**src/hw/rtl/ils_pkg.sv**
```systemverilog
// Shared types and constants for the indexed list store.
package ils_pkg;

    localparam int ILS_CAPACITY    = 64;
    localparam int ILS_VALUE_WIDTH = 32;

    typedef enum logic [2:0] {
        MODE_READ   = 3'd0,
        MODE_HEAD   = 3'd1,
        MODE_TAIL   = 3'd2,
        MODE_AT     = 3'd3,
        MODE_DELETE = 3'd4
    } t_mode;

    typedef enum logic [1:0] {
        ST_DONE  = 2'd0,
        ST_RANGE = 2'd1,
        ST_FULL  = 2'd2
    } t_status;

    typedef enum logic [1:0] {
        CELL_HOLD = 2'd0,
        CELL_INS  = 2'd1,
        CELL_DEL  = 2'd2
    } t_cell_op;

endpackage

```
**src/hw/rtl/ils_cell.sv**
```systemverilog
// One storage cell of the list chain: holds one entry and shifts with its neighbours.
module ils_cell #(
    parameter int INDEX       = 0,
    parameter int POS_WIDTH   = 7,
    parameter int VALUE_WIDTH = ils_pkg::ILS_VALUE_WIDTH
) (
    input  logic                   i_clk,
    input  ils_pkg::t_cell_op      i_op,
    input  logic [POS_WIDTH-1:0]   i_pos,
    input  logic [VALUE_WIDTH-1:0] i_data,
    input  logic [VALUE_WIDTH-1:0] i_prev,
    input  logic [VALUE_WIDTH-1:0] i_next,
    output logic [VALUE_WIDTH-1:0] o_value,
    output logic [VALUE_WIDTH-1:0] o_rd
);

    localparam logic [POS_WIDTH-1:0] Idx = POS_WIDTH'(INDEX);

    logic [VALUE_WIDTH-1:0] r_value;

    always_ff @(posedge i_clk) begin
        case (i_op)
            ils_pkg::CELL_INS: begin
                // cells above the gap take their lower neighbour
                if (Idx > i_pos) begin
                    r_value <= i_prev;
                end else if (Idx == i_pos) begin
                    r_value <= i_data;
                end
            end
            ils_pkg::CELL_DEL: begin
                if (Idx >= i_pos) begin
                    r_value <= i_next;
                end
            end
            default: begin
            end
        endcase
    end

    assign o_value = r_value;
    assign o_rd    = (Idx == i_pos) ? r_value : '0;

endmodule

```
**config.mk**
```make
export PLATFORM = sky130hd
export DESIGN_NAME = ils_cell
export DESIGN_NICKNAME = d
export VERILOG_FILES = /design/src/hw/rtl/ils_pkg.sv /design/src/hw/rtl/ils_cell.sv
export SDC_FILE = /design/constraint.sdc
export NUM_CORES = 1
export LEC_CHECK = 0
export ABC_AREA = 0
export BUFFER_PORTS_ARGS = -buffer_cell sky130_fd_sc_hd__buf_4
export CORE_MARGIN = 5
export CORE_UTILIZATION = 38
export DETAILED_ROUTE_END_ITERATION = 6
export HOLD_SLACK_MARGIN = 0.03
export MAX_ROUTING_LAYER = met4
export PLACE_DENSITY_LB_ADDON = 0.08
export SLEW_MARGIN = 10
export SYNTH_ARGS = -nofsm -noshare
export SYNTH_HDL_FRONTEND = slang
export SYNTH_SLANG_ARGS = --single-unit
```
**constraint.sdc**
```tcl
create_clock -name i_clk -period 5.5 [get_ports i_clk]
set_input_delay 1.375 -clock i_clk [delete_from_list [all_inputs] [get_ports i_clk]]
set_output_delay 1.375 -clock i_clk [all_outputs]
set_load 0.01 [all_outputs]
```
Yosys cells after proc, flatten, opt, wreduce, memory -nomap -nowiden

Index checks and enable logic that the tools add are counted.

Bits in registers: 32
Bits of input ports: 106
Logic and storage cells: 15

Order comparisons: 2
Equal/unequal tests: 4
Muxes and demuxes: 5
Reductions and logical operators: 3

Operator list:

| kind                                                                               | number |
|---|---|
| 32-bit two-way mux                                                                 | 4 |
| 32-bit one-hot mux with 2 select lines                                             | 1 |
| 1-bit by 7-bit greater-or-equal comparator with 1-bit output, first input constant | 1 |
| 1-bit by 7-bit greater-than comparator with 1-bit output, first input constant     | 1 |
| 7-bit logical NOT                                                                  | 1 |
| 3-bit inequality test, second input constant                                       | 1 |
| 3-bit AND reduction                                                                | 1 |
| 2-bit by 1-bit equality test with 1-bit output, second input constant              | 1 |
| 2-bit equality test, second input constant                                         | 1 |
| 2-bit inequality test, second input constant                                       | 1 |
| 2-bit nonzero test                                                                 | 1 |

Logic depth before layout (Yosys ltp)

Word-level depth: 4
Gate-level depth with buffers: 4
Depth with buffers taken out: 2

Worst setup path after synthesis

No wires, ideal clock.

Path kind: input-to-reg
From: input i_pos[2]
To: register r_value[0], in the netlist o_value[0], enable pin
Setup time: 0.461 ns
Data arrival time: 4.298 ns
Data required time: 5.039 ns
Slack: 0.741 ns
Cell stages on the path: 3
Buffers on the path: 1
Path through: or4_4 > buf_6 > nor3_1

Longest elaborated chain between the ends: 3
Elaborated cells on any way between the ends: 6

Ends and longest elaborated chain:

| what                                                                             | line           | source |
|---|---|---|
| start: declaration                                                               | ils_cell.sv:9  | `input logic [POS_WIDTH-1:0] i_pos,` |
| 1-bit by 7-bit greater-than comparator with 1-bit output (tied with other cells) | ils_cell.sv:25 | `if (Idx > i_pos) begin` |
| 3-bit inequality test (no source line) or 2-bit inequality test (tied branches)  | --             |  |
| 3-bit AND reduction (no source line) *                                           | --             |  |
| end signal: assignment                                                           | ils_cell.sv:26 | `r_value <= i_prev;` |
| end signal: assignment                                                           | ils_cell.sv:28 | `r_value <= i_data;` |
| end signal: assignment                                                           | ils_cell.sv:33 | `r_value <= i_next;` |
| end: declaration                                                                 | ils_cell.sv:19 | `logic [VALUE_WIDTH-1:0] r_value;` |

Mark *: on every way between the ends. The rest lies on a longest branch, timed or not.
A chain may end at the register's enable or synchronous reset.

Worst setup path in the final report

From: input i_pos[3]
To: output o_rd[0]

Longest elaborated chain between the ends: 2

Ends and longest elaborated chain:

| what               | line           | source |
|---|---|---|
| 7-bit logical NOT  | ils_cell.sv:42 | `assign o_rd = (Idx == i_pos) ? r_value : '0;` |
| 32-bit two-way mux | ils_cell.sv:42 |  |
| end: declaration   | ils_cell.sv:14 | `output logic [VALUE_WIDTH-1:0] o_rd` |

Every way passes these cells.

==> impl_metrics.yaml <==
outcome:
  outcome: "finished, final reports clean"
synth:
  synthCells: 145
  synthesis.area_sq_um: 1900
  seq_area_frac_synth_pct: 50.6
  synth_area_leaders: "edfxtp_1, mux2_2, nor3_2, inv_1, buf_12"
  synth_nets: 251
  synth-main-ff-cell: "edfxtp_1"
  yosysWarnings: 0
  synth-edff-count: 32
  ys_seq_elements: 32
  yosysTopAreaCell: "edfxtp_1"
  syn_area_per_cell_sq_um: 13.1
  synth.distinct_cells: 14
  synth.top_cell.area_share_pct: 50.6
  synth_common_cells: "edfxtp_1, inv_1, mux2_2, nor3_2, buf_2"
  synthArstFlopShare_pct: 0
clock_tree:
  cts.clk_slew.worst_paths_ps: 70
  cts_root_buf: "clkbuf_8"
  tritoncts: "done"
  clkSinkCount: 32
  cts_resized: 0
  post_cts_buffers: 0
  holdBufCountCts: 0
  cts_buffers: 5
  cts-htree-levels: 2
  cts_buffer_depth: 2
global_route:
  track_usage_pct: 15.3
  grt_max_degree: 34
  first_global_vias: 1505
  overflow: 0
  grt_pass1_wl_um: 7280
  antenna_found_initial: 0
finish:
  area_growth_pct: 58.6
  multiInputGateArea_sq_um: 722
  drive_above_1_share_pct: 74.3
  fillers: 443
  utilization_pct: 62.9
  largest_reg_flops: 32
  seq_area_sq_um: 961
  final_cells: 347
  nets: 385
  antenna_cells: 0
power:
  p_per_area_nw_per_um2: 173
  p_leak_uw: 0.00134
  peakVddDrop_mv: 0.120
  totalPowerFinal_uw: 520
die:
  chipWidth_um: 80.7
  die-area_sq_um: 6510
  die_y_um: 80.7
  row_count: 25
  initial_core_util_pct: 39.7
  pin_count: 170
  coreArea_sq_um: 4790
sta:
  finalHoldViolCount: 0
  worst_slew_pin_slew_ps: 947
  min_period_over_period_pct: 75.9
  slew_viol_final: 0
  maxSlewHeadroom_pct: 36.9
  holdWs_ps: 1390
  setup_violations: 0
  max_freq_ghz: 0.240
  post-route-min-period_ps: 4170
  rsz0062_at_grt: "no"
  fin_tns_setup_ps: 0
routing:
  drt-total-wl_um: 5100
  final_antenna_net_count: 0
  avgRoutedWirePerCell_um: 14.7
  vias: 1548
  drt_iter0_markers: 25
  viasPerCell: 4.46
  drc_errors: 0
  firstDrtPassIters: 4
min_path:
  holdCritPathClass: "in -> reg"
setup_path:
  cp_max_fo: 33
  cp.required_ps: 4120
  critPathCaptureType: "output port"
  cpMostUsedCell: "buf_4"
  path_cells: "buf_4 -> or3_2 -> nor3_1 -> buf_4"
  max_stage_delay_ps: 870
  cp.buffers_inverters: 2
  critPathTopFamily: "simple AND/OR/NAND/NOR gates"
  crit_arrival_ps: 2800
  critPathSlowestCell: "or3_2"
  cp-start-kind: "input pin"
  critical_path_class: "in -> out"
placement:
  dpl.cell_count: 339
  dp_hpwl_um: 3860
  io_buffers: 137
  gp_congestion: 0.692
flow_run:
  maxCapViolCount: 0
==> layout by cell type (no fill, tap or decap), drive strengths merged, types with 7 or more instances in the layout <==
cell and n:
buf 139, clkbuf 7, edfxtp 32, inv 32, mux2 32, nor3 33
==> final timing paths <==
| check | startpoint | to | slack (ps) | cells past startpoint |
|---|---|---|---|---|
| setup / recovery | i_pos[3] | o_rd[0] | 1330 | 4 |
| hold / removal | i_next[21] | o_value[21] | 1390 | 2 |
==> per-layer routing <==
layer / part of all wire, % / GRT usage (%)
met4: 1.1 / 4.56
met5: 0 / -
met2: 50 / 26.3
met3: 12 / 5.38
met1: 37 / 16.7
==> per-stage QoR <==
stage               setup WS (ps)  cell area (sq um)
detailed placement           1340               2930
CTS                          1330               3010
floorplan                     741               1900
global route                 1270               3010
global placement             1340               2930
finish                       1330               3010
==> where the power goes <==
| group | internal [uW] | switching [uW] | total, uW |
|---|---|---|---|
| registers | 271 | 0.473 | 272 |
| logic | 52.6 | 25.6 | 78.2 |
| clock network | 88.0 | 82.0 | 170 |
| total | 412 | 108 | 520 |
==> area by class of cell <==
class,count,area share (%)
Multi-Input combinational cell,69,24.0
Clock buffer,7,2.54
Tap cell,67,2.78
Sequential cell,32,31.9
Timing Repair Buffer,139,34.7
Inverter,32,3.99
Clock inverter,1,0.125
==> kinds of logic after synthesis <==
logic type / count (synthesis) / share of synthesized area, %
buf+inv: 44 / 12.1
xor+xnor: 1 / 0.462
mux: 32 / 19.0
simple gates: 36 / 17.9
flops: 32 / 50.6
Note: power is estimated with default switching activity, not from simulation.
