$ cat src/hw/rtl/ils_pkg.sv
// Shared types and constants for the indexed list store.
package ils_pkg;

    localparam int ILS_CAPACITY    = 64;
    localparam int ILS_VALUE_WIDTH = 32;

    typedef enum logic [2:0] {
        MODE_READ   = 3'd0,
        MODE_HEAD   = 3'd1,
        MODE_TAIL   = 3'd2,
        MODE_AT     = 3'd3,
        MODE_DELETE = 3'd4
    } t_mode;

    typedef enum logic [1:0] {
        ST_DONE  = 2'd0,
        ST_RANGE = 2'd1,
        ST_FULL  = 2'd2
    } t_status;

    typedef enum logic [1:0] {
        CELL_HOLD = 2'd0,
        CELL_INS  = 2'd1,
        CELL_DEL  = 2'd2
    } t_cell_op;

endpackage

$ cat src/hw/rtl/ils_ctrl.sv
// Request decode, entry count, handshake and result register for the list store.
module ils_ctrl #(
    parameter int CAPACITY    = ils_pkg::ILS_CAPACITY,
    parameter int VALUE_WIDTH = ils_pkg::ILS_VALUE_WIDTH,
    parameter int POS_WIDTH   = $clog2(CAPACITY + 1)
) (
    input  logic                   i_clk,
    input  logic                   i_rst_n,
    input  logic                   i_in_valid,
    output logic                   o_in_ready,
    input  logic [2:0]             i_mode,
    input  logic [POS_WIDTH-1:0]   i_position,
    input  logic [VALUE_WIDTH-1:0] i_rd_data,
    output ils_pkg::t_cell_op      o_cell_op,
    output logic [POS_WIDTH-1:0]   o_cell_pos,
    output logic                   o_out_valid,
    input  logic                   i_out_ready,
    output logic [VALUE_WIDTH-1:0] o_read_value,
    output logic                   o_hit,
    output logic [1:0]             o_status,
    output logic [POS_WIDTH-1:0]   o_list_length
);

    localparam logic [POS_WIDTH-1:0] Cap = POS_WIDTH'(CAPACITY);

    logic [POS_WIDTH-1:0]   r_count;
    logic                   r_out_valid;
    logic [VALUE_WIDTH-1:0] r_read_value;
    logic                   r_hit;
    ils_pkg::t_status       r_status;

    logic [POS_WIDTH-1:0]   n_count;
    logic [VALUE_WIDTH-1:0] n_read_value;
    logic                   n_hit;
    ils_pkg::t_status       n_status;
    ils_pkg::t_cell_op      n_op;
    logic [POS_WIDTH-1:0]   n_pos;
    logic                   accept;
    logic                   full;

    assign o_in_ready = !r_out_valid || i_out_ready;
    assign accept     = i_in_valid && o_in_ready;
    assign full       = (r_count == Cap);

    always_comb begin
        n_read_value = '0;
        n_hit        = 1'b0;
        n_status     = ils_pkg::ST_DONE;
        n_op         = ils_pkg::CELL_HOLD;
        n_pos        = i_position;
        case (ils_pkg::t_mode'(i_mode))
            ils_pkg::MODE_READ: begin
                if (i_position < r_count) begin
                    n_read_value = i_rd_data;
                    n_hit        = 1'b1;
                end else begin
                    n_read_value = '1;
                    n_status     = ils_pkg::ST_RANGE;
                end
            end
            ils_pkg::MODE_HEAD, ils_pkg::MODE_TAIL: begin
                n_pos = (ils_pkg::t_mode'(i_mode) == ils_pkg::MODE_HEAD) ? '0 : r_count;
                if (full) begin
                    n_status = ils_pkg::ST_FULL;
                end else begin
                    n_op = ils_pkg::CELL_INS;
                end
            end
            ils_pkg::MODE_AT: begin
                // range check takes precedence over the full check
                if (i_position > r_count) begin
                    n_status = ils_pkg::ST_RANGE;
                end else if (full) begin
                    n_status = ils_pkg::ST_FULL;
                end else begin
                    n_op = ils_pkg::CELL_INS;
                end
            end
            ils_pkg::MODE_DELETE: begin
                if (i_position >= r_count) begin
                    n_status = ils_pkg::ST_RANGE;
                end else begin
                    n_op = ils_pkg::CELL_DEL;
                end
            end
            default: begin
                n_status = ils_pkg::ST_RANGE;
            end
        endcase
    end

    always_comb begin
        case (n_op)
            ils_pkg::CELL_INS: n_count = r_count + POS_WIDTH'(1);
            ils_pkg::CELL_DEL: n_count = r_count - POS_WIDTH'(1);
            default:           n_count = r_count;
        endcase
    end

    assign o_cell_op  = accept ? n_op : ils_pkg::CELL_HOLD;
    assign o_cell_pos = n_pos;

    always_ff @(posedge i_clk) begin
        if (!i_rst_n) begin
            r_count     <= '0;
            r_out_valid <= 1'b0;
        end else begin
            if (accept) begin
                r_count     <= n_count;
                r_out_valid <= 1'b1;
            end else if (i_out_ready) begin
                r_out_valid <= 1'b0;
            end
        end
    end

    always_ff @(posedge i_clk) begin
        if (accept) begin
            r_read_value <= n_read_value;
            r_hit        <= n_hit;
            r_status     <= n_status;
        end
    end

    assign o_out_valid   = r_out_valid;
    assign o_read_value  = r_read_value;
    assign o_hit         = r_hit;
    assign o_status      = r_status;
    assign o_list_length = r_count;

endmodule

$ cat config.mk
export PLATFORM = sky130hd
export DESIGN_NAME = ils_ctrl
export DESIGN_NICKNAME = d
export VERILOG_FILES = /design/src/hw/rtl/ils_pkg.sv /design/src/hw/rtl/ils_ctrl.sv
export SDC_FILE = /design/constraint.sdc
export NUM_CORES = 1
export LEC_CHECK = 0
export BUFFER_PORTS_ARGS = -buffer_cell sky130_fd_sc_hd__buf_4
export CAP_MARGIN = 5
export CORE_UTILIZATION = 30
export DETAILED_ROUTE_END_ITERATION = 7
export GPL_TIMING_DRIVEN = 0
export PLACE_DENSITY_LB_ADDON = 0.25
export SYNTH_ARGS = -nofsm -noshare
export SYNTH_HDL_FRONTEND = slang
export SYNTH_SLANG_ARGS = --single-unit
$ cat constraint.sdc
create_clock -name i_clk -period 7 [get_ports i_clk]
set_input_delay 0.7 -clock i_clk [delete_from_list [all_inputs] [get_ports i_clk]]
set_output_delay 0.7 -clock i_clk [all_outputs]
set_load 0.1 [all_outputs]
Word level (Yosys, flattened, before mapping):

Cells that the tools add are included.
Widths: inputs -> output; s select.

* output and inout bits: 53
* logic and storage cells: 42
* bits in registers: 43

* eq/ne operators: 7
* reduce and logical (&&, ||, !) cells: 8
* add/subtract/negate cells: 2
* multiplexer cells: 17
* $lt $le $gt $ge: 3

Operators with widths (count)
* $mux 32: 1
* $mux 7: 2
* $pmux 7 s2: 1
* $mux 2: 4
* $pmux 2 s4: 1
* $add 7x1->7 const B: 1
* $eq 7x7->1 const B: 1
* $ge 7x7->1: 1
* $gt 7x7->1: 1
* $lt 7x7->1: 1
* $mux 1: 7
* $sub 7x1->7 const B: 1
* $eq 3x2->1 const B: 2
* $pmux 2 s3: 1
* $reduce_bool 2->1: 2
* $eq 3x1->1 const B: 1
* $eq 3x3->1 const B: 1
* $logic_not 3->1: 1
* $eq 2x1->1 const B: 1
* $eq 2x2->1 const B: 1
* $reduce_and 2->1: 1
* $reduce_or 2->1: 1
* $logic_and 1x1->1: 1
* $logic_not 1->1: 1
* $logic_or 1x1->1: 1

Longest topological paths before layout:

Gate-level depths: netlist of the first run.

* depth after elaboration: 7
* mapped depth: 19
* depth with buffers taken out: 15

Least setup slack after synthesis of the first run:

OpenSTA, ideal clock, no wires.

* kind: register to output
* start point: register r_count[1] (netlist: o_list_length[1])
* end point: output port o_cell_op[1]
* arrival time: 5.177 ns
* cell stages (with the launch flop): 10
* path slack: 1.123 ns
* cell sequence: dfxtp_1 > buf_4 > inv_1 > ha_1 > nor2b_1 > o21ai_0 > a21oi_1 > or2_1 > buf_2 > nor4_1

* longest elaborated chain between the ends: 4

Ends and longest elaborated chain
* start, declared: RTL line ils_ctrl.sv:26 `logic [POS_WIDTH-1:0] r_count;`
* start signal, assigned: RTL line ils_ctrl.sv:109 `r_count <= n_count;`
* $ge 7x7->1: RTL line ils_ctrl.sv:80 `if (i_position >= r_count) begin`
* $mux 2: RTL line ils_ctrl.sv:80
* $pmux 2 s3: RTL line ils_ctrl.sv:51 `case (ils_pkg::t_mode'(i_mode))`
* $mux 2: RTL line ils_ctrl.sv:100 `assign o_cell_op = accept ? n_op : ils_pkg::CELL_HOLD;`
* end, declared: RTL line ils_ctrl.sv:14 `output ils_pkg::t_cell_op o_cell_op,`

No other way between the ends.

Final worst setup path of the first run:

* start point: register r_count[5] (netlist: o_list_length[5])
* end point: register r_count[4] (netlist: o_list_length[4])

* longest elaborated chain between the ends: 7

Ends and longest elaborated chain
* branches (longest 3 deep; another with $gt 7x7->1)
* $pmux 2 s3 *: RTL line ils_ctrl.sv:51
* $eq 2x2->1 / $eq 2x1->1 (equally long branches): RTL line ils_ctrl.sv:93 `case (n_op)`
* $reduce_bool 2->1 (no source line)
* $reduce_and 2->1 (no source line)

Every way passes the cells marked *.
A chain may end at the register's enable or synchronous reset.

==> impl_metrics.json, run 1 <==
{
  "post_cts_buffers": 0,
  "synth_area_sq_um": 2400,
  "reg2reg_slack_ns": 2.85,
  "ios": 99,
  "wl_per_cell_microns": 13.8,
  "finalCritPeriodShare_pct": 59.3,
  "grt-ovfl-total": 0,
  "tns_ns": 0,
  "met1_usage_pct": 19.4,
  "power_mw": 0.750,
  "whs_path_depth": 2,
  "multi_input_area_sq_um": 1060,
  "place_ws_ns": 2.68,
  "ys_ff_latch": 43,
  "drt_first_pass_iters": 4,
  "worst_slew_pin_slew_ns": 0.652,
  "synth_top_cells_by_area": "edfxtp_1, o21a_1, dfxtp_1, ha_1, a22o_1",
  "synth.avg_cell_area_sq_um": 11.0,
  "worstPathArrival_ns": 4.38,
  "antenna_found_initial": 0,
  "synthCells": 217,
  "path_cells": "clkbuf_1 -> inv_1 -> ha_1 -> nand2_1 -> o21ai_0 -> or2_1 -> buf_2 -> buf_6 -> nor3_1 -> ha_1 -> buf_4 -> xor2_1 -> ha_1 -> a21boi_0 -> o22ai_1 -> or3_1 -> a21oi_1 -> mux2i_1",
  "cts_repair_resize_count": 0,
  "ctsHoldBuffers": 0,
  "rsz0062_at_grt": "false",
  "rows": 32,
  "die_area_sq_um": 8350,
  "n_antenna_cell": 0,
  "core_sq_um": 7730,
  "drc": 0,
  "yosys_warnings": 0,
  "grt_pass1_wl_microns": 9560,
  "syn_nets": 273,
  "clock_sinks": 43,
  "gp_congestion": 0.815,
  "track_usage_pct": 14.5,
  "drt-initial-drc-count": 85,
  "final_cells": 426,
  "die_w_microns": 91.4,
  "start_util_pct": 31.0,
  "fin_crit_ns": 4.15,
  "grt.busiest_layer": "met2",
  "cts_made_buffers": 5,
  "crit_top_cell": "ha_1",
  "worstPathRequired_ns": 7.23,
  "yosysTopAreaCellShare_pct": 43.8,
  "synth.distinct_cells": 46,
  "maxSlewViolCount": 0,
  "ant_nets": 0,
  "final_nets": 379,
  "finalWirelength_microns": 5880,
  "seqCellArea_sq_um": 1210,
  "cp_slowest_stage_delay_ns": 0.34,
  "clock.fmax_mhz": 241,
  "hold_viol": 0,
  "synth_flop_cell": "edfxtp_1",
  "path_clk_slew_ns": 0.09,
  "setup_viol": 0,
  "crit-reg2reg-launch": "o_list_length[5]$_SDFFE_PN0P_",
  "relSlewSlack_pct": 56.5,
  "grt_pass1_vias": 1895,
  "cp-start-kind": "flip-flop",
  "grt.met2_usage_pct": 23.0,
  "cts_buffer_depth": 2,
  "portBuffers": 98,
  "synth_top_cell_by_area": "edfxtp_1",
  "hold_path.class": "reg -> reg",
  "die_h_microns": 91.4,
  "peakVddDrop_uv": 123,
  "holdCritStartpoint": "o_list_length[4]$_SDFFE_PN0P_",
  "htree_levels": 2,
  "fin_skew_ns": 0.00653,
  "drive_above_1_share_pct": 37.7,
  "drv_cap": 0,
  "grt_max_degree": 25,
  "fillers": 767,
  "final_cell_mix": "buf_4, edfxtp_1, o21a_1, nand2_1, a22o_1",
  "crit_path_end_kind": "flip-flop",
  "hold_ws_ns": 0.560,
  "path_max_fanout": 10,
  "root_buffer": "clkbuf_8",
  "setup_slack_ns": 2.85,
  "use_met3_pct": 4.02,
  "cts_tree": "yes",
  "area_growth_pct": 42.0,
  "dp_hpwl_microns": 4420,
  "rr_endpoint": "o_list_length[4]$_SDFFE_PN0P_",
  "reg2reg_depth": 18,
  "p_leak_nw": 1.43,
  "ys_seq_area_share_pct": 50.5,
  "synth_edf_count": 35,
  "p_per_area_nw_per_um2": 220,
  "via_count": 2036,
  "async_flop_share_pct": 0,
  "status": "complete, no violations",
  "critical_path_class": "reg -> reg",
  "layout_commonest_cell": "buf_4",
  "whs_endpoint": "o_list_length[4]$_SDFFE_PN0P_",
  "viasPerCell": 4.78,
  "place_inst": 418,
  "worstSkewPairLatency_ns": 0.30,
  "crit_path_top_delay_cell": "ha_1"
}
==> power breakdown <==
| group | internal [mW] | leakage, nW | switching [mW] |
|---|---|---|---|
| Combinational | 0.0641 | 0.960 | 0.185 |
| Sequential | 0.293 | 0.414 | 0.00610 |
| Clock | 0.108 | 0.0548 | 0.0936 |
| Total | 0.464 | 1.43 | 0.285 |
==> synthesized netlist by cell type (3+ instances only) <==
library cell,count
edfxtp_1,35
o21a_1,32
nand2_1,17
a22o_1,14
inv_1,11
ha_1,10
dfxtp_1,8
a21oi_1,7
buf_2,7
nand3_1,5
o21ai_0,5
a21boi_0,4
clkbuf_1,4
nor2_1,4
or3_1,4
nor2b_1,3
nor3_1,3
nor3b_1,3
o22ai_1,3
==> critical path, delay by kind of cell (launching register included) <==
kind | cells | cell delay [ns]
and+or+nand+nor | 4 | 0.88
xor gates and xnor gates | 1 | 0.16
adders and majority gates | 3 | 0.84
DFF | 1 | 0.33
muxes | 1 | 0.20
buffers and inverters | 5 | 1.00
AOI/OAI and AO/OA | 4 | 0.63
==> per-layer routing <==
layer	routed length, microns	vias up
met2	2810	69
met3	380	6
met5	0	-
met1	2630	933
met4	61	0
li1	-	1028
==> worst max-delay path by stage <==
stage	cells after the start	start	slack [ns]	to
5_1_grt	18	o_list_length[5]$_SDFFE_PN0P_	2.40	o_list_length[4]$_SDFFE_PN0P_
3_3_place_gp	18	i_position[1]	2.67	o_list_length[4]$_SDFFE_PN0P_
6_report	18	o_list_length[5]$_SDFFE_PN0P_	2.85	o_list_length[4]$_SDFFE_PN0P_
3_5_place_dp	18	i_position[1]	2.68	o_list_length[4]$_SDFFE_PN0P_
2_1_floorplan	9	o_list_length[1]$_SDFFE_PN0P_	1.12	o_cell_op[1]
4_1_cts	18	o_list_length[5]$_SDFFE_PN0P_	2.83	o_list_length[4]$_SDFFE_PN0P_
==> sequential cells by signal, summed over array words and instances, names as in the netlist <==
name,cells
o_read_value,32
o_hit,1
o_status,2
o_list_length,7
o_out_valid,1
==> metrics by stage <==
step	area (sq um)	utilization, %
3_5_place_dp	3290	42.6
5_1_grt	3400	44.0
2_1_floorplan	2400	-
4_1_cts	3400	44.0
3_3_place_gp	3260	42.2
6_report	3400	44.0
==> layout make-up <==
type                       instances  area share [%]
buffer                            15            2.35
clock buffer                       5            2.02
clock inverter                     3            1.36
inverter                          11            1.21
multi-input combinational        148            31.3
sequential                        43            35.6
tap                              102            3.75
timing repair buffer              99            22.4
==> cells by family after synthesis <==
family | synth area share [%]
xor+xnor | 1.46
simple gates | 12.7
flops | 50.5
mux | 0.835
fa+ha+maj | 5.22
buf+inv | 5.06
compound gates | 24.2
Note: power is estimated with default switching activity, not from simulation.
==> run 2, diff against run 1 <==
==> constraint.sdc (replaced) <==
create_clock -name i_clk -period 3.6 [get_ports i_clk]
set_input_delay 0.36 -clock i_clk [delete_from_list [all_inputs] [get_ports i_clk]]
set_output_delay 0.36 -clock i_clk [all_outputs]
set_load 0.1 [all_outputs]
==> impl_metrics.json, run 2 (synthesized netlist as in run 1, its figures left out) <==
{
  "root_buffer": "clkbuf_8",
  "drt-initial-drc-count": 70,
  "relSlewSlack_pct": 49.3,
  "antenna_found_initial": 0,
  "final_nets": 388,
  "track_usage_pct": 14.8,
  "die_h_microns": 91.4,
  "p_per_area_nw_per_um2": 408,
  "cts_made_buffers": 5,
  "cp-start-kind": "flip-flop",
  "die_w_microns": 91.4,
  "peakVddDrop_uv": 191,
  "grt-ovfl-total": 0,
  "hold_path.class": "in -> reg",
  "crit_path_top_delay_cell": "nor3b_1",
  "path_max_fanout": 8,
  "maxSlewViolCount": 0,
  "reg2reg_slack_ns": 0.16,
  "cts_buffer_depth": 2,
  "fin_crit_ns": 3.44,
  "setup_viol": 0,
  "drc": 0,
  "critical_path_class": "reg -> reg",
  "clock.fmax_mhz": 291,
  "finalCritPeriodShare_pct": 95.5,
  "viasPerCell": 4.94,
  "crit_cells": 15,
  "n_antenna_cell": 0,
  "worstPathRequired_ns": 3.83,
  "portBuffers": 98,
  "multi_input_area_sq_um": 1160,
  "ant_nets": 0,
  "layout_commonest_cell": "buf_4",
  "finalWirelength_microns": 6280,
  "gp_congestion": 0.800,
  "via_count": 2149,
  "hold_viol": 0,
  "start_util_pct": 31.0,
  "reg2reg_depth": 15,
  "cp.buffers_inverters": 4,
  "grt_pass1_vias": 1875,
  "grt_max_degree": 36,
  "drive_above_1_share_pct": 45.6,
  "rows": 32,
  "rsz0062_at_grt": "true",
  "grt_pass1_wl_microns": 9630,
  "area_growth_pct": 50.8,
  "rr_endpoint": "o_list_length[6]$_SDFFE_PN0P_",
  "worstSkewPairLatency_ns": 0.30,
  "htree_levels": 2,
  "core_sq_um": 7730,
  "cts_tree": "yes",
  "dp_hpwl_microns": 4530,
  "ctsHoldBuffers": 0,
  "crit-reg2reg-launch": "o_list_length[5]$_SDFFE_PN0P_",
  "status": "complete, no violations",
  "whs_path_depth": 2,
  "fin_skew_ns": 0.0102,
  "path_clk_slew_ns": 0.09,
  "wl_per_cell_microns": 14.4,
  "worstPathArrival_ns": 3.66,
  "worst_slew_pin_slew_ns": 0.756,
  "holdCritStartpoint": "i_rd_data[8]",
  "power_mw": 1.48,
  "whs_endpoint": "o_read_value[8]$_SDFFCE_PP0P_",
  "cpLargestDelayFamily": "simple AND/OR/NAND/NOR gates",
  "cp_slowest_stage_delay_ns": 0.50,
  "drt_first_pass_iters": 6,
  "setup_slack_ns": 0.163,
  "fillers": 747,
  "final_cell_mix": "buf_4, edfxtp_1, o21a_1, nand2_1, a22o_1",
  "die_area_sq_um": 8350,
  "crit_path_end_kind": "flip-flop",
  "largest_reg_flops": 32,
  "seqCellArea_sq_um": 1230,
  "path_cells": "clkbuf_8 -> inv_2 -> ha_1 -> nand4_1 -> nor2_4 -> and3b_1 -> o21ai_0 -> nand3b_1 -> buf_4 -> buf_4 -> ha_1 -> nor3b_1 -> nand2_1 -> o221a_1 -> o211ai_2",
  "clock_sinks": 43,
  "place_ws_ns": -0.0549,
  "p_leak_nw": 1.49,
  "ios": 99,
  "drv_cap": 0
}
==> run 2: area by class of cell <==
class	count	area share [%]
flip-flops and latches	43	34.2
clock buffers	5	1.90
repair buffers	110	23.4
clock inverters	3	1.32
well taps	102	3.53
inverters	11	1.14
multi-input cells	148	32.0
plain buffers	13	2.53
==> run 2: power breakdown <==
| group | internal, mW | switching [mW] | leakage [nW] |
|---|---|---|---|
| Sequential | 0.566 | 0.0125 | 0.419 |
| Combinational | 0.135 | 0.368 | 1.02 |
| Clock | 0.210 | 0.182 | 0.0587 |
| Total | 0.912 | 0.563 | 1.49 |
==> run 2: worst max-delay path by stage <==
stage,end,slack (ns),startpoint
6_report,o_list_length[6]$_SDFFE_PN0P_,0.16,o_list_length[5]$_SDFFE_PN0P_
5_1_grt,o_list_length[4]$_SDFFE_PN0P_,-0.04,o_list_length[1]$_SDFFE_PN0P_
4_1_cts,o_list_length[4]$_SDFFE_PN0P_,0.004,o_list_length[5]$_SDFFE_PN0P_
3_5_place_dp,o_list_length[4]$_SDFFE_PN0P_,-0.05,o_list_length[5]$_SDFFE_PN0P_
3_3_place_gp,o_list_length[4]$_SDFFE_PN0P_,-0.01,i_position[4]
2_1_floorplan,o_cell_op[1],-0.34,o_out_valid$_SDFFE_PN0P_
==> run 2: per-layer routing <==
metal,track usage (%),part of all wire (%),vias to the layer above
li1,-,-,1050
met1,19.9,46,1018
met2,24.3,48,74
met3,2.76,5.1,7
met4,3.97,0.78,0
met5,0,0,-
==> run 2: stage by stage <==
| step | hold slack [ns] | instances | instance area, sq um | util, % | setup TNS (ns) |
|---|---|---|---|---|---|
| 2_1_floorplan | 0.520 | 217 | 2510 | - | -0.343 |
| 3_3_place_gp | 0.502 | 417 | 3370 | 43.7 | -0.0149 |
| 3_5_place_dp | 0.508 | 417 | 3370 | 43.7 | -0.0783 |
| 4_1_cts | 0.329 | 427 | 3510 | 45.4 | 0 |
| 5_1_grt | 0.328 | 435 | 3610 | 46.8 | -0.0367 |
| 6_report | 0.339 | 435 | 3610 | 46.8 | 0 |
==> run 2: timing repair <==
action,CTS,global route
buffers inserted,2,9
resized for setup,0,8
endpoints found under the setup margin,2,3
pin swaps,4,10
==> run 3, diff against run 2 <==
--- a/config.mk
+++ b/config.mk
@@ -8,6 +8,7 @@
 export BUFFER_PORTS_ARGS = -buffer_cell sky130_fd_sc_hd__buf_4
 export CAP_MARGIN = 5
 export CORE_UTILIZATION = 30
+export CTS_BUF_LIST = sky130_fd_sc_hd__clkbuf_4
 export DETAILED_ROUTE_END_ITERATION = 7
 export GPL_TIMING_DRIVEN = 0
 export PLACE_DENSITY_LB_ADDON = 0.25
==> impl_metrics.json, run 3 (synthesized netlist as in run 1, its figures left out) <==
{
  "crit_path_end_kind": "flip-flop",
  "sw_frac_of_total_pct": 39.6,
  "hold_path.class": "in -> reg",
  "path_clk_slew_ns": 0.15,
  "finalInstanceArea_sq_um": 3570,
  "cts_tree": "yes",
  "relSlewSlack_pct": 50.3,
  "worstPathArrival_ns": 3.62,
  "power_mw": 1.40,
  "worst_slew_pin_slew_ns": 0.741,
  "largest_reg_flops": 32,
  "grt.met2_usage_pct": 24.2,
  "die_area_sq_um": 8350,
  "drc": 0,
  "rows": 32,
  "fin_skew_ns": 0.0114,
  "cp_slowest_stage_delay_ns": 0.39,
  "worstSkewPairLatency_ns": 0.36,
  "die_h_microns": 91.4,
  "htree_levels": 2,
  "p_leak_nw": 1.48,
  "setup_slack_ns": 0.277,
  "cts_buffer_depth": 2,
  "dp_hpwl_microns": 4530,
  "drv_cap": 0,
  "clock_sinks": 43,
  "reg2reg_depth": 17,
  "layout_commonest_cell": "buf_4",
  "clock.fmax_mhz": 301,
  "gp_congestion": 0.800,
  "maxSlewViolCount": 0,
  "reg2reg_slack_ns": 0.28,
  "whs_path_depth": 2,
  "place_ws_ns": -0.0549,
  "power_switching_mw": 0.556,
  "met1_usage_pct": 20.0,
  "use_met3_pct": 2.76,
  "grt_pass1_vias": 1880,
  "critical_path_class": "reg -> reg",
  "root_buffer": "clkbuf_4",
  "area_growth_pct": 49.0,
  "worstPathRequired_ns": 3.90,
  "holdCritStartpoint": "i_rd_data[24]",
  "grt.busiest_layer": "met2",
  "viasPerCell": 4.86,
  "grt_pass1_wl_microns": 9660,
  "core_sq_um": 7730,
  "crit-reg2reg-launch": "o_list_length[1]$_SDFFE_PN0P_",
  "finalCritPeriodShare_pct": 92.3,
  "start_util_pct": 31.0,
  "drt_first_pass_iters": 4,
  "rr_endpoint": "o_list_length[4]$_SDFFE_PN0P_",
  "fin_crit_ns": 3.32,
  "cp-start-kind": "flip-flop",
  "dpl_cell_area_sq_um": 3370,
  "antenna_found_initial": 0,
  "via_count": 2116,
  "n_antenna_cell": 0,
  "rsz0062_at_grt": "false",
  "finalWirelength_microns": 6240,
  "crit_path_top_delay_cell": "dfxtp_4",
  "combPwrFrac_pct": 35.5,
  "power_frac_clock_pct": 23.3,
  "final_nets": 388,
  "grt_max_degree": 36,
  "final_cell_mix": "buf_4, edfxtp_1, o21a_1, nand2_1, a22o_1",
  "ant_nets": 0,
  "internal_power_mw": 0.847,
  "wl_per_cell_microns": 14.3,
  "track_usage_pct": 14.8,
  "cts_made_buffers": 5,
  "ios": 99,
  "die_w_microns": 91.4,
  "grt-ovfl-total": 0,
  "p_per_area_nw_per_um2": 393,
  "portBuffers": 98,
  "drt-initial-drc-count": 76,
  "status": "complete, no violations",
  "hold_viol": 0,
  "drive_above_1_share_pct": 45.3,
  "cp.buffers_inverters": 3,
  "pwr-share-seq_pct": 41.2,
  "path_max_fanout": 17,
  "hold_ws_ns": 0.273,
  "cpLargestDelayFamily": "simple AND/OR/NAND/NOR gates",
  "peakVddDrop_uv": 189,
  "path_cells": "buf_8 -> inv_2 -> ha_4 -> nor2b_1 -> o21ai_1 -> a21oi_2 -> or2_1 -> buf_6 -> nor3_4 -> ha_4 -> xor2_1 -> ha_2 -> a21boi_4 -> o22ai_4 -> or3_1 -> a21oi_2 -> mux2i_1",
  "whs_endpoint": "o_read_value[24]$_SDFFCE_PP0P_",
  "setup_viol": 0
}
[run 3: changes by cell type in the layout (fill, tap and decap cells not counted)]
cell,change
clkbuf_4,+5
a21oi_4,-1
inv_1,+1
o21ai_1,+1
o21ai_0,-1
inv_2,-1
clkbuf_8,-5
buf_6,-1
buf_4,+1
a21oi_2,+1
[run 3: power by group through the flow]
stage	clock (mW)	sequential (mW)	combinational, mW
after floorplan	0	0.798	0.161
after global placement	0	0.590	0.490
after detailed placement	0	0.591	0.493
after CTS	0.341	0.579	0.495
after global routing	0.359	0.582	0.521
final	0.327	0.578	0.498
[run 3: worst max-delay path by stage]
stage                                        startpoint                       endpoint  slack, ns  depth (start not counted)
after floorplan                o_out_valid$_SDFFE_PN0P_                   o_cell_op[1]      -0.34                          3
after global placement                    i_position[4]  o_list_length[4]$_SDFFE_PN0P_      -0.01                         17
after detailed placement  o_list_length[5]$_SDFFE_PN0P_  o_list_length[4]$_SDFFE_PN0P_      -0.05                         17
after CTS                 o_list_length[5]$_SDFFE_PN0P_  o_list_length[4]$_SDFFE_PN0P_       0.01                         18
after global routing      o_list_length[4]$_SDFFE_PN0P_  o_list_length[4]$_SDFFE_PN0P_       0.05                         15
final                     o_list_length[1]$_SDFFE_PN0P_  o_list_length[4]$_SDFFE_PN0P_       0.28                         17
[run 3: cell type report]
cell class | instances | area [sq um]
Fill cell | 757 | 4160
Sequential cell | 43 | 1230
Multi-Input combinational cell | 148 | 1150
Timing Repair Buffer | 111 | 853
Tap cell | 102 | 128
Buffer | 12 | 80.1
Clock inverter | 3 | 47.5
Inverter | 11 | 41.3
Clock buffer | 5 | 37.5
[run 3: metrics by stage]
step	TNS, ns	util, %	std cells
after CTS	0	45.1	428
after floorplan	-0.343	-	217
final	0	46.2	435
after detailed placement	-0.0783	43.7	417
after global placement	-0.0149	43.7	417
after global routing	0	46.2	435
[run 3: per-layer routing]
| metal | up-vias | part of all wire (%) |
|---|---|---|
| li1 | 1054 | - |
| met1 | 984 | 46 |
| met2 | 72 | 48 |
| met3 | 6 | 5.3 |
| met4 | 0 | 1.0 |
| met5 | - | 0 |
[run 3: what timing repair did]
| item | 4_1_cts | 5_1_grt |
|---|---|---|
| buffers inserted | 3 | 9 |
| gates resized for setup | 0 | 7 |
| pin swaps | 4 | 9 |
| hold buffers | 0 | 0 |
| setup endpoints to repair | 2 | 2 |
